**src/rtl/core/clt_pkg.sv**
```systemverilog
// ---------------------------------------------------------------------------
// clt_pkg: shared types and constants of the character LCD text writer
// Holds item kind and geometry codes, register indexes, DDRAM address
// constants and the job record that travels from front to back.
// ---------------------------------------------------------------------------
package clt_pkg;

    // Input item kinds
    localparam logic [1:0] KIND_COMMAND  = 2'd0;
    localparam logic [1:0] KIND_POSITION = 2'd1;
    localparam logic [1:0] KIND_CHAR     = 2'd2;

    // Display geometries
    localparam logic [1:0] GEO_16X2 = 2'd0;
    localparam logic [1:0] GEO_20X4 = 2'd1;
    localparam logic [1:0] GEO_40X4 = 2'd2;

    // Configuration register indexes
    localparam logic REG_GEOMETRY = 1'b0;
    localparam logic REG_NIBBLE   = 1'b1;

    // Configuration port
    localparam int AddrWidth = 3;
    localparam int DataWidth = 32;

    // DDRAM addressing
    localparam logic [7:0] DDRAM_CMD      = 8'h80;
    localparam logic [6:0] ROW_ODD_OFFSET = 7'd64;
    localparam logic [6:0] ROW2_OFFSET_20 = 7'd20;
    localparam logic [6:0] ROW3_OFFSET_20 = 7'd84;
    localparam logic [5:0] LIMIT_20       = 6'd20;
    localparam logic [5:0] LIMIT_40       = 6'd40;
    localparam logic [7:0] LONG_WAIT_BELOW = 8'd4;

    // Job queue between front and back
    localparam int QueueDepth = 4;
    localparam int QueueAw    = $clog2(QueueDepth);

    // One item as bytes to send: optional address command, then the main byte
    typedef struct packed {
        logic       has_pre;
        logic [7:0] pre_byte;
        logic       pre_en;
        logic       rs;
        logic [7:0] main_byte;
        logic       en;
        logic       lw;
    } clt_job_t;

    // DDRAM address for a 20x4 wrap from the given row
    function automatic logic [6:0] wrap_addr_20(input logic [1:0] r);
        logic [6:0] a;
        case (r)
            2'd0:    a = ROW_ODD_OFFSET;
            2'd1:    a = ROW2_OFFSET_20;
            2'd2:    a = ROW3_OFFSET_20;
            default: a = 7'd0;
        endcase
        return a;
    endfunction

endpackage

```
**src/rtl/core/clt_front.sv**
```systemverilog
// ---------------------------------------------------------------------------
// clt_front: item classifier and cursor tracker
// Accepts input items, keeps row, column and active controller, and turns
// each item of a known kind into one job for the transfer back end.
// ---------------------------------------------------------------------------
module clt_front (
    input  logic                aclk,
    input  logic                aresetn,
    input  logic [1:0]          geometry,
    input  logic                s_valid,
    output logic                s_ready,
    input  logic [1:0]          s_kind,
    input  logic [7:0]          s_byte_value,
    input  logic [1:0]          s_row,
    input  logic [5:0]          s_column,
    input  logic                s_controller,
    input  logic                q_full,
    output logic                q_push,
    output clt_pkg::clt_job_t   q_job
);
    import clt_pkg::*;

    logic [1:0] row_reg, row_next;
    logic [5:0] col_reg, col_next;
    logic       act_reg, act_next;
    logic [1:0] geo;
    logic       accept;
    logic       is_40;
    logic       wrap20, wrap40;
    logic [6:0] sum;
    logic [6:0] offset;

    assign s_ready = !q_full;
    assign accept  = s_valid && s_ready;
    assign geo     = (geometry == GEO_20X4 || geometry == GEO_40X4) ? geometry : GEO_16X2;
    assign is_40   = (geo == GEO_40X4);
    assign wrap20  = (geo == GEO_20X4) && (col_reg >= LIMIT_20);
    assign wrap40  = is_40 && (col_reg >= LIMIT_40);

    // Position address offset
    always_comb begin
        if (geo == GEO_20X4 && s_row[1]) begin
            offset = s_row[0] ? ROW3_OFFSET_20 : ROW2_OFFSET_20;
        end else begin
            offset = s_row[0] ? ROW_ODD_OFFSET : 7'd0;
        end
        sum = {1'b0, s_column} + offset;
    end

    // Classify item, build job, compute next cursor state
    always_comb begin
        row_next = row_reg;
        col_next = col_reg;
        act_next = act_reg;
        q_push   = 1'b0;
        q_job    = '0;
        case (s_kind)
            KIND_COMMAND: begin
                act_next        = is_40 ? s_controller : 1'b0;
                q_push          = accept;
                q_job.rs        = 1'b0;
                q_job.main_byte = s_byte_value;
                q_job.en        = act_next;
                q_job.lw        = (s_byte_value < LONG_WAIT_BELOW);
            end
            KIND_POSITION: begin
                row_next        = s_row;
                col_next        = s_column;
                act_next        = is_40 ? s_row[1] : 1'b0;
                q_push          = accept;
                q_job.rs        = 1'b0;
                q_job.main_byte = DDRAM_CMD | {1'b0, sum};
                q_job.en        = act_next;
            end
            KIND_CHAR: begin
                q_push = accept;
                if (wrap20) begin
                    q_job.has_pre  = 1'b1;
                    q_job.pre_byte = DDRAM_CMD | {1'b0, wrap_addr_20(row_reg)};
                    q_job.pre_en   = 1'b0;
                    row_next       = row_reg + 2'd1;
                    act_next       = 1'b0;
                    col_next       = 6'd1;
                end else if (wrap40) begin
                    q_job.has_pre  = 1'b1;
                    q_job.pre_byte = DDRAM_CMD | (row_reg[0] ? 8'd0 : {1'b0, ROW_ODD_OFFSET});
                    act_next       = row_reg[0] ^ row_reg[1];
                    q_job.pre_en   = act_next;
                    row_next       = row_reg + 2'd1;
                    col_next       = 6'd1;
                end else begin
                    col_next = col_reg + 6'd1;
                end
                q_job.rs        = 1'b1;
                q_job.main_byte = s_byte_value;
                q_job.en        = is_40 ? act_next : 1'b0;
            end
            default: begin
                q_push = 1'b0;
            end
        endcase
    end

    // Commit cursor state on accepted items
    always_ff @(posedge aclk) begin
        if (!aresetn) begin
            row_reg <= '0;
            col_reg <= '0;
            act_reg <= 1'b0;
        end else if (accept) begin
            row_reg <= row_next;
            col_reg <= col_next;
            act_reg <= act_next;
        end
    end

endmodule

```
**src/rtl/core/clt_queue.sv**
```systemverilog
// ---------------------------------------------------------------------------
// clt_queue: job queue
// Short FIFO that decouples the classifier from the transfer sequencer.
// ---------------------------------------------------------------------------
module clt_queue (
    input  logic                aclk,
    input  logic                aresetn,
    input  logic                push,
    input  clt_pkg::clt_job_t   push_job,
    output logic                full,
    input  logic                pop,
    output logic                not_empty,
    output clt_pkg::clt_job_t   head_job
);
    import clt_pkg::*;

    clt_job_t             mem_reg [QueueDepth];
    logic [QueueAw-1:0]   wr_ptr_reg, wr_ptr_next;
    logic [QueueAw-1:0]   rd_ptr_reg, rd_ptr_next;
    logic [QueueAw:0]     count_reg, count_next;
    logic                 do_push, do_pop;

    assign full      = (count_reg == QueueDepth[QueueAw:0]);
    assign not_empty = (count_reg != '0);
    assign do_push   = push && !full;
    assign do_pop    = pop && not_empty;
    assign head_job  = mem_reg[rd_ptr_reg];

    // Advance pointers and count
    always_comb begin
        wr_ptr_next = do_push ? wr_ptr_reg + 1'b1 : wr_ptr_reg;
        rd_ptr_next = do_pop ? rd_ptr_reg + 1'b1 : rd_ptr_reg;
        count_next  = count_reg;
        if (do_push && !do_pop) begin
            count_next = count_reg + 1'b1;
        end else if (do_pop && !do_push) begin
            count_next = count_reg - 1'b1;
        end
    end

    always_ff @(posedge aclk) begin
        if (!aresetn) begin
            wr_ptr_reg <= '0;
            rd_ptr_reg <= '0;
            count_reg  <= '0;
        end else begin
            wr_ptr_reg <= wr_ptr_next;
            rd_ptr_reg <= rd_ptr_next;
            count_reg  <= count_next;
        end
    end

    // Store jobs
    always_ff @(posedge aclk) begin
        if (do_push) begin
            mem_reg[wr_ptr_reg] <= push_job;
        end
    end

endmodule

```
**src/rtl/core/clt_back.sv**
```systemverilog
// ---------------------------------------------------------------------------
// clt_back: bus transfer sequencer
// Takes jobs from the queue and emits one bus transfer per beat, splitting
// bytes into high and low nibbles in four-bit mode.
// ---------------------------------------------------------------------------
module clt_back (
    input  logic                aclk,
    input  logic                aresetn,
    input  logic                nibble_mode,
    input  logic                q_not_empty,
    input  clt_pkg::clt_job_t   q_head,
    output logic                q_pop,
    output logic                m_valid,
    input  logic                m_ready,
    output logic                m_register_select,
    output logic [7:0]          m_bus_value,
    output logic                m_enable_select,
    output logic                m_long_wait,
    output logic                m_last
);
    import clt_pkg::*;

    clt_job_t   job_reg, job_next;
    logic       busy_reg, busy_next;
    logic       sel_pre_reg, sel_pre_next;
    logic       half_reg, half_next;
    logic       out_valid_reg, out_valid_next;
    logic       rs_reg, rs_next;
    logic [7:0] bus_reg, bus_next;
    logic       en_reg, en_next;
    logic       lw_reg, lw_next;
    logic       last_reg, last_next;

    logic       out_free;
    logic       fire;
    logic [7:0] cur_byte;
    logic       byte_done;
    logic       cur_last;

    assign out_free  = !out_valid_reg || m_ready;
    assign fire      = busy_reg && out_free;
    assign cur_byte  = sel_pre_reg ? job_reg.pre_byte : job_reg.main_byte;
    assign byte_done = !nibble_mode || half_reg;
    assign cur_last  = !sel_pre_reg && byte_done;

    // Sequence transfers and reload from the queue
    always_comb begin
        job_next       = job_reg;
        busy_next      = busy_reg;
        sel_pre_next   = sel_pre_reg;
        half_next      = half_reg;
        out_valid_next = out_valid_reg && !m_ready;
        rs_next        = rs_reg;
        bus_next       = bus_reg;
        en_next        = en_reg;
        lw_next        = lw_reg;
        last_next      = last_reg;
        q_pop          = 1'b0;

        // Emit current transfer
        if (fire) begin
            out_valid_next = 1'b1;
            rs_next        = sel_pre_reg ? 1'b0 : job_reg.rs;
            en_next        = sel_pre_reg ? job_reg.pre_en : job_reg.en;
            if (!nibble_mode) begin
                bus_next = cur_byte;
            end else if (!half_reg) begin
                bus_next = {cur_byte[7:4], 4'h0};
            end else begin
                bus_next = {cur_byte[3:0], 4'h0};
            end
            lw_next   = cur_last && job_reg.lw;
            last_next = cur_last;
            if (byte_done) begin
                half_next    = 1'b0;
                sel_pre_next = 1'b0;
                if (cur_last) begin
                    busy_next = 1'b0;
                end
            end else begin
                half_next = 1'b1;
            end
        end

        // Load next job
        if (!busy_next && q_not_empty) begin
            q_pop        = 1'b1;
            job_next     = q_head;
            busy_next    = 1'b1;
            sel_pre_next = q_head.has_pre;
            half_next    = 1'b0;
        end
    end

    always_ff @(posedge aclk) begin
        if (!aresetn) begin
            busy_reg      <= 1'b0;
            sel_pre_reg   <= 1'b0;
            half_reg      <= 1'b0;
            out_valid_reg <= 1'b0;
        end else begin
            busy_reg      <= busy_next;
            sel_pre_reg   <= sel_pre_next;
            half_reg      <= half_next;
            out_valid_reg <= out_valid_next;
        end
    end

    // Hold payload
    always_ff @(posedge aclk) begin
        job_reg  <= job_next;
        rs_reg   <= rs_next;
        bus_reg  <= bus_next;
        en_reg   <= en_next;
        lw_reg   <= lw_next;
        last_reg <= last_next;
    end

    assign m_valid           = out_valid_reg;
    assign m_register_select = rs_reg;
    assign m_bus_value       = bus_reg;
    assign m_enable_select   = en_reg;
    assign m_long_wait       = lw_reg;
    assign m_last            = last_reg;

endmodule

```
**src/rtl/core/char_lcd_text_writer.sv**
```systemverilog
// ---------------------------------------------------------------------------
// char_lcd_text_writer: HD44780 character LCD text writer
// Turns command, position and character items into LCD bus transfers.
// ---------------------------------------------------------------------------
// An item passes a queue entry and the sequencer job and output registers.
// Throughput: one transfer per cycle while m_ready is high and jobs wait; an
// item costs 1 to 4 transfers (wrap command plus character, two nibbles each).
// Input takes an item per cycle while the four-entry job queue has room.
// Reset: synchronous, active low; cursor at row 0 column 0, controller 0,
// geometry 16x2, four-bit bus.
module char_lcd_text_writer (
    input  logic                             aclk,
    input  logic                             aresetn,
    input  logic                             psel,
    input  logic                             penable,
    input  logic                             pwrite,
    input  logic [clt_pkg::AddrWidth-1:0]    paddr,
    input  logic [clt_pkg::DataWidth-1:0]    pwdata,
    output logic [clt_pkg::DataWidth-1:0]    prdata,
    output logic                             pready,
    input  logic                             s_valid,
    output logic                             s_ready,
    input  logic [1:0]                       s_kind,
    input  logic [7:0]                       s_byte_value,
    input  logic [1:0]                       s_row,
    input  logic [5:0]                       s_column,
    input  logic                             s_controller,
    output logic                             m_valid,
    input  logic                             m_ready,
    output logic                             m_register_select,
    output logic [7:0]                       m_bus_value,
    output logic                             m_enable_select,
    output logic                             m_long_wait,
    output logic                             m_last
);
    import clt_pkg::*;

    logic [1:0] geometry_reg;
    logic       nibble_reg;
    logic       cfg_write;
    logic       reg_index;
    logic       q_full, q_push, q_pop, q_not_empty;
    clt_job_t   q_job, q_head;

    assign pready    = 1'b1;
    assign cfg_write = psel && penable && pwrite && pready;
    assign reg_index = paddr[2];

    // Write configuration registers
    always_ff @(posedge aclk) begin
        if (!aresetn) begin
            geometry_reg <= GEO_16X2;
            nibble_reg   <= 1'b1;
        end else if (cfg_write) begin
            case (reg_index)
                REG_GEOMETRY: geometry_reg <= pwdata[1:0];
                REG_NIBBLE:   nibble_reg   <= pwdata[0];
                default:      geometry_reg <= geometry_reg;
            endcase
        end
    end

    // Read back configuration
    always_comb begin
        case (reg_index)
            REG_GEOMETRY: prdata = {{(DataWidth-2){1'b0}}, geometry_reg};
            REG_NIBBLE:   prdata = {{(DataWidth-1){1'b0}}, nibble_reg};
            default:      prdata = '0;
        endcase
    end

    clt_front u_front (
        .aclk         (aclk),
        .aresetn      (aresetn),
        .geometry     (geometry_reg),
        .s_valid      (s_valid),
        .s_ready      (s_ready),
        .s_kind       (s_kind),
        .s_byte_value (s_byte_value),
        .s_row        (s_row),
        .s_column     (s_column),
        .s_controller (s_controller),
        .q_full       (q_full),
        .q_push       (q_push),
        .q_job        (q_job)
    );

    clt_queue u_queue (
        .aclk      (aclk),
        .aresetn   (aresetn),
        .push      (q_push),
        .push_job  (q_job),
        .full      (q_full),
        .pop       (q_pop),
        .not_empty (q_not_empty),
        .head_job  (q_head)
    );

    clt_back u_back (
        .aclk              (aclk),
        .aresetn           (aresetn),
        .nibble_mode       (nibble_reg),
        .q_not_empty       (q_not_empty),
        .q_head            (q_head),
        .q_pop             (q_pop),
        .m_valid           (m_valid),
        .m_ready           (m_ready),
        .m_register_select (m_register_select),
        .m_bus_value       (m_bus_value),
        .m_enable_select   (m_enable_select),
        .m_long_wait       (m_long_wait),
        .m_last            (m_last)
    );

endmodule

```
**config.mk**
```make
export PLATFORM = sky130hd
export DESIGN_NAME = char_lcd_text_writer
export DESIGN_NICKNAME = d
export VERILOG_FILES = /design/src/rtl/core/clt_pkg.sv /design/src/rtl/core/clt_front.sv /design/src/rtl/core/clt_queue.sv /design/src/rtl/core/clt_back.sv /design/src/rtl/core/char_lcd_text_writer.sv
export SDC_FILE = /design/constraint.sdc
export NUM_CORES = 1
export LEC_CHECK = 0
export BUFFER_PORTS_ARGS = -buffer_cell sky130_fd_sc_hd__buf_2
export CELL_PAD_IN_SITES_DETAIL_PLACEMENT = 1
export CELL_PAD_IN_SITES_GLOBAL_PLACEMENT = 1
export CORE_MARGIN = 2
export CORE_UTILIZATION = 40
export CTS_CLUSTER_DIAMETER = 200
export CTS_CLUSTER_SIZE = 40
export DETAILED_ROUTE_END_ITERATION = 16
export MAX_ROUTING_LAYER = met4
export PLACE_DENSITY = 0.73
export SLEW_MARGIN = 20
export SYNTH_ARGS = -nofsm -noshare
export SYNTH_HDL_FRONTEND = slang
export SYNTH_SLANG_ARGS = --single-unit
export TNS_END_PERCENT = 100
```
**constraint.sdc**
```tcl
create_clock -name aclk -period 2.1 [get_ports aclk]
set_clock_uncertainty 0.05 [all_clocks]
set_input_delay 0.105 -clock aclk [delete_from_list [all_inputs] [get_ports aclk]]
set_output_delay 0.105 -clock aclk [all_outputs]
set_load 0.02 [all_outputs]
```
; After elaboration in Yosys (flattened, before gate mapping)
; Memory sizes are Yosys's and may differ from the RTL's. A register that Yosys moved wholly into a read port is not among the register bits.
; Index checks and enable logic that the tools add are counted.
; W data, S select, Z words.
[word_totals]
output_inout_bits = 47
ram_bits = 84
in_bits = 61
mem_count = 1
regBits = 55
word_cells = 134
[classes]
n_addsub = 7
n_eq_ne = 10
order_cmp = 3
n_mux = 45
n_reduce_logical = 42
bitwise_logic = 3
[mem_list]
columns = name, depth, width, read_ports, rd_ports_with_merged_regs, wr, line
row1 = u_queue.mem_reg, 4, 21, 1, 1, 1, clt_queue.sv:17  ; clt_job_t mem_reg [QueueDepth];
[ops]
columns = op, n
row1 = $pmux W32 S2, 1
row2 = $mux W10, 3
row3 = $pmux W10 S3, 1
row4 = $mux W7, 4
row5 = $mux W8, 3
row6 = $pmux W7 S3, 1
row7 = $mux W1, 20
row8 = $logic_and A1 B1 Y1, 15
row9 = $mux W6, 2
row10 = $pmux W6 S2, 1
row11 = $mux W2, 5
row12 = $reduce_and A2 Y1, 5
row13 = $eq A2 B1 Y1 const B, 4
row14 = $eq A2 B2 Y1 const B, 4
row15 = $logic_not A1 Y1, 8
row16 = $lt A8 B3 Y1 const B, 1
row17 = $reduce_bool A2 Y1, 4
row18 = $add A6 B7 Y7, 1
row19 = $add A2 B1 Y2 const B, 3
row20 = $add A6 B1 Y6 const B, 1
row21 = $ge A6 B5 Y1 const B, 1
row22 = $ge A6 B6 Y1 const B, 1
row23 = $mux W3, 2
row24 = $reduce_bool A3 Y1, 2
row25 = other kinds (13), 17

; Depth between registers and ports, before layout
[logic_depth]
ltp_word = 13
mapped_depth = 9
depth_no_buf = 9

; Modules after synthesis
; A second synthesis with hierarchy kept.
[unflattened]
cells_unflattened = 437
hier_area_um2 = 6444.9
[by_module_without_submodules]
columns = mod, instances, area_per_inst_um2, seq_area_each_um2, cells_each
row1 = clt_queue, 1, 3519.6, 2702.6, 157
row2 = clt_back, 1, 1365.1, 1041.0, 72
row3 = clt_front, 1, 1162.4, 180.2, 159
row4 = char_lcd_text_writer, 1, 397.9, 60.1, 49

; Worst setup path before layout
; OpenSTA, ideal clock, no wires.
[synth_timing]
path_type = register to register
from = register u_queue.count_reg[0]
to = register u_queue.count_reg[2]
period_less_slack_ps = 2207
path_stages_with_launch = 9
setup_time_ps = 71
n_path_buf = 0
slack_ps = -107
t_arrival_ps = 2087
t_required_ps = 1979
path_cell_list = dfxtp_1 > nor3b_4 > nor3_2 > ha_1 > inv_1 > fa_1 > xor2_1 > or3_1 > a21oi_1
[synth_via]
elab_chain_cells = 8
elab_cells_between_ends = 18
cone_classes = 2 x add/sub / 1 x eq/ne / 4 x mux / 11 x reduce/logical
[synth_rtl]
columns = item, line
row1 = "start, declared", clt_queue.sv:20  ; logic [QueueAw:0] count_reg, count_next;
row2 = "start signal, assigned", clt_queue.sv:49  ; count_reg <= count_next;
row3 = $eq A3 B3 Y1 *, clt_queue.sv:23  ; assign full = (count_reg == QueueDepth[QueueAw:0]);
row4 = $logic_not A1 Y1 *, "clt_front.sv:33, clt_queue.sv:25"
row5 = $logic_and A1 B1 Y1, clt_front.sv:34  ; assign accept = s_valid && s_ready;
row6 = $mux W1, clt_front.sv:57  ; case (s_kind)
row7 = $logic_and A1 B1 Y1 *, clt_queue.sv:25  ; assign do_push = push && !full;
row8 = named net u_queue.do_push, clt_queue.sv:21  ; logic do_push, do_pop;
row9 = $logic_not A1 Y1, clt_queue.sv:36  ; end else if (do_pop && !do_push) begin
row10 = $logic_and A1 B1 Y1, clt_queue.sv:36
row11 = $reduce_bool A2 Y1 (no line), -
; Mark *: on every way through the listed nets, which the timed path passes. The rest lies on a longest branch. The select of a mux whose other input is x is not followed.
; A chain may end at the register's enable or synchronous reset.

; Worst setup path in the final report
[layout_timing]
from = register u_queue.count_reg[1]
to = register u_queue.count_reg[2]
[layout_via]
elab_chain_cells = 8
elab_cells_between_ends = 18
cone_classes = 2 x add/sub / 1 x eq/ne / 4 x mux / 11 x reduce/logical
[layout_rtl]
columns = item, line
row1 = $eq A3 B3 Y1, clt_queue.sv:23
row2 = $logic_not A1 Y1, "clt_front.sv:33, clt_queue.sv:25"
row3 = $logic_and A1 B1 Y1, clt_front.sv:34
row4 = $mux W1, clt_front.sv:57
row5 = $logic_and A1 B1 Y1, clt_queue.sv:25
row6 = $logic_not A1 Y1, clt_queue.sv:36
row7 = $logic_and A1 B1 Y1, clt_queue.sv:36
row8 = $reduce_bool A2 Y1 (no line), -
; Parallel ways exist; a longest one is shown, timed or not. The select of a mux whose other input is x is not followed.

==> reports/metrics.cfg <==
[pwr]
combPwrFrac_pct = 28.6
clkPwrFrac_pct = 24.6
seqPwrFrac_pct = 46.8
irDropWorstVdd_uv = 334
internal_power_mw = 4.65
p_switching_mw = 2.06
p_leak_nw = 2.42
p_per_area_nw_per_um2 = 1070
swShare_pct = 30.7

[finish]
diodes = 0
nets = 555
regArea_um2 = 3120
final_area_um2 = 6260
areaGrowthSynthToFinish_pct = 17.4
multi_input_area_um2 = 2030
fill_cells = 1380
post-route-util_pct = 47.6
drive_above_1_share_pct = 29.5
largest_reg_flops = 60

[timing]
layout_min_cycle_time_ns = 2.06
setup_viol = 0
worstMarginPinSlew_ns = 0.626
fin_ws_ns = 0.0385
fin_crit_sh_pct = 98.2
drv_slew = 0
slew_headroom_pct = 57.9
finalHoldViolCount = 0
fin_hold_ws_ns = 0.0705
rsz0062_at_grt = true
setup_tns_ns = 0
max_freq_mhz = 485

[hold_path]
worstHoldPathCells = 3
hp-class = input port to flop
min_from = s_column[2]
hold_end = u_front.col_reg[2]

[setup_path]
crit_slowest_cell = or3_4
rr_startpoint = u_queue.count_reg[1]
worstPathCellList = or3_4 -> nand2_4 -> ha_4 -> inv_1 -> fa_2 -> xor2_1 -> or3_1 -> a21oi_1
cp_data_arrival_time_ns = 2.30
critical_path_peak_fanout = 4
r2r_cells = 8
reg2reg_slack_ns = 0.04
required_ns = 2.34
path_class = flop to flop
max_stage_delay_ns = 0.41
r2r-end = u_queue.count_reg[2]
critPathLaunchType = flop
endpoint_kind = flop

[yosys]
ys_types = 64
synth_area_um2 = 5330
synth_edf_count = 87
async_flop_share_pct = 0
syn_inst = 397
synthTopCellsByArea = edfxtp_1 49%, dfxtp_1 9.4%, mux4_2 6.8%
synth-seq-cells = 112
ys_warn_count = 0
synth_seq_area_share_pct = 58.4
postSynthAreaPerCell_um2 = 13.4
synth_top_area_cell = edfxtp_1
synth_top_area_share_pct = 49.0
synth_ff_type = edfxtp_1

[route]
wl_per_cell_um = 18.3
first_iter_violations = 163
vias_per_cell = 5.19
drc = 0
num_vias = 3407
wl_um = 12000
first_pass_iters = 5
antenna_left = 0

[grt]
grt_busiest_layer = met2
grt_pass1_wl_um = 19400
use_met3_pct = 4.26
use_met1_pct = 21.8
grt_start_max_net_pins = 20
use_met2_pct = 30.6
grt_pass1_vias = 3598
gr-total-overflow = 0
antenna_found_initial = 0
grtUsageTotal_pct = 18.4

[floorplan]
start_util_pct = 40.6
ios = 108
num_rows = 42
die-area_um2 = 14300
design.core.area_um2 = 13100
die_y_um = 119
die_w_um = 119

[clock_network]
h-tree-depth = 3
clock_latency_ns = 0.36
cts_tree = yes
clk_path_buf_depth = 2
numCtsBuffers = 9
clk_pin_slew_worst_paths_ns = 0.07
cts-root-buf = clkbuf_16
clock-sinks = 112

[place]
hpwl_um = 8820
place_ws_ns = -0.0870
place_congestion = 0.887
port_buffers = 44
dpl_cell_area_um2 = 5860

[status]
outcome = completed

[job]
max_cap_violations = 0

[placed cells by master (no fill, tap or decap), drive strengths merged, types with 11 or more instances in the layout]
cell     n
a21oi   11
buf     83
clkbuf  11
conb    31
dfxtp   25
edfxtp  87
ha      17
inv     20
mux4    16
nand2   13
nand3   13
nor2    21
o21ai   11
[how the worst max path moves through the flow]
stage                          from               endpoint  cells after the start
3_3_place_gp        geometry_reg[1]  u_queue.mem_reg[0][8]                      8
2_1_floorplan            nibble_reg   u_queue.count_reg[2]                      9
3_5_place_dp        geometry_reg[1]  u_queue.mem_reg[3][8]                      8
5_1_grt        u_queue.count_reg[1]   u_queue.count_reg[2]                      8
4_1_cts             geometry_reg[1]  u_queue.mem_reg[0][7]                      7
6_report       u_queue.count_reg[1]   u_queue.count_reg[2]                      8
[metal layers]
| layer | up-vias | routed length (µm) |
|---|---|---|
| met5 | - | 0 |
| met4 | 0 | 226 |
| met3 | 15 | 514 |
| met2 | 95 | 6170 |
| met1 | 1704 | 5090 |
| li1 | 1593 | - |
[worst max-delay path: cells and delay by family (launching register included)]
| family | cells | cell delay [ns] |
|---|---|---|
| xor gates and xnor gates | 1 | 0.15 |
| and+or+nand+nor | 3 | 0.81 |
| AOI/OAI and AO/OA | 1 | 0.14 |
| DFF | 1 | 0.34 |
| adders and majority gates | 2 | 0.46 |
| buffers and inverters | 1 | 0.05 |
[stage by stage]
step | power, mW | std cells
floorplan | 4.40 | 426
global placement | 4.91 | 636
detailed placement | 5.02 | 636
CTS | 6.71 | 656
global route | 7.08 | 657
finish | 6.71 | 657
[final cells by class]
type / instances / share of cell area [%]
sequential: 112 / 49.8
multi-input combinational: 249 / 32.4
timing repair buffer: 86 / 8.68
clock buffer: 11 / 3.88
tap: 176 / 3.52
inverter: 18 / 1.08
clock inverter: 5 / 0.620
[power groups by stage]
stage / registers [mW] / clock network [mW] / logic, mW
CTS: 3.14 / 1.69 / 1.88
global route: 3.19 / 1.78 / 2.11
detailed placement: 3.18 / 0 / 1.84
finish: 3.14 / 1.65 / 1.92
floorplan: 3.25 / 0 / 1.15
global placement: 3.14 / 0 / 1.77
[Yosys cell counts, drive strengths merged, types with 4 or more instances]
cell,instances
edfxtp,87
buf,39
dfxtp,25
nor2,21
ha,17
inv,17
mux4,16
nand2,13
nand3,13
a21oi,11
o21ai,11
and2,10
mux2i,10
clkbuf,8
nor3,8
a22oi,7
a31oi,7
nand4,5
nand2b,4
nor2b,4
o211ai,4
[timing repair]
action	in CTS	in global routing
resized for setup	9	8
hold buffers	3	0
setup endpoints to repair	10	18
endpoints found under the hold margin	4	0
setup buffers	1	1
pin swaps	2	3
[cells by family after synthesis]
family	share of synthesized area, %
XOR/XNOR	0.986
adder cells (fa/ha/maj)	4.37
buffers and inverters	7.16
AND/OR/NAND/NOR	10.9
other	0.141
flip-flops	58.4
AO/OA/AOI/OAI	8.76
multiplexers	9.27
Power figures use the tool's default switching activity.
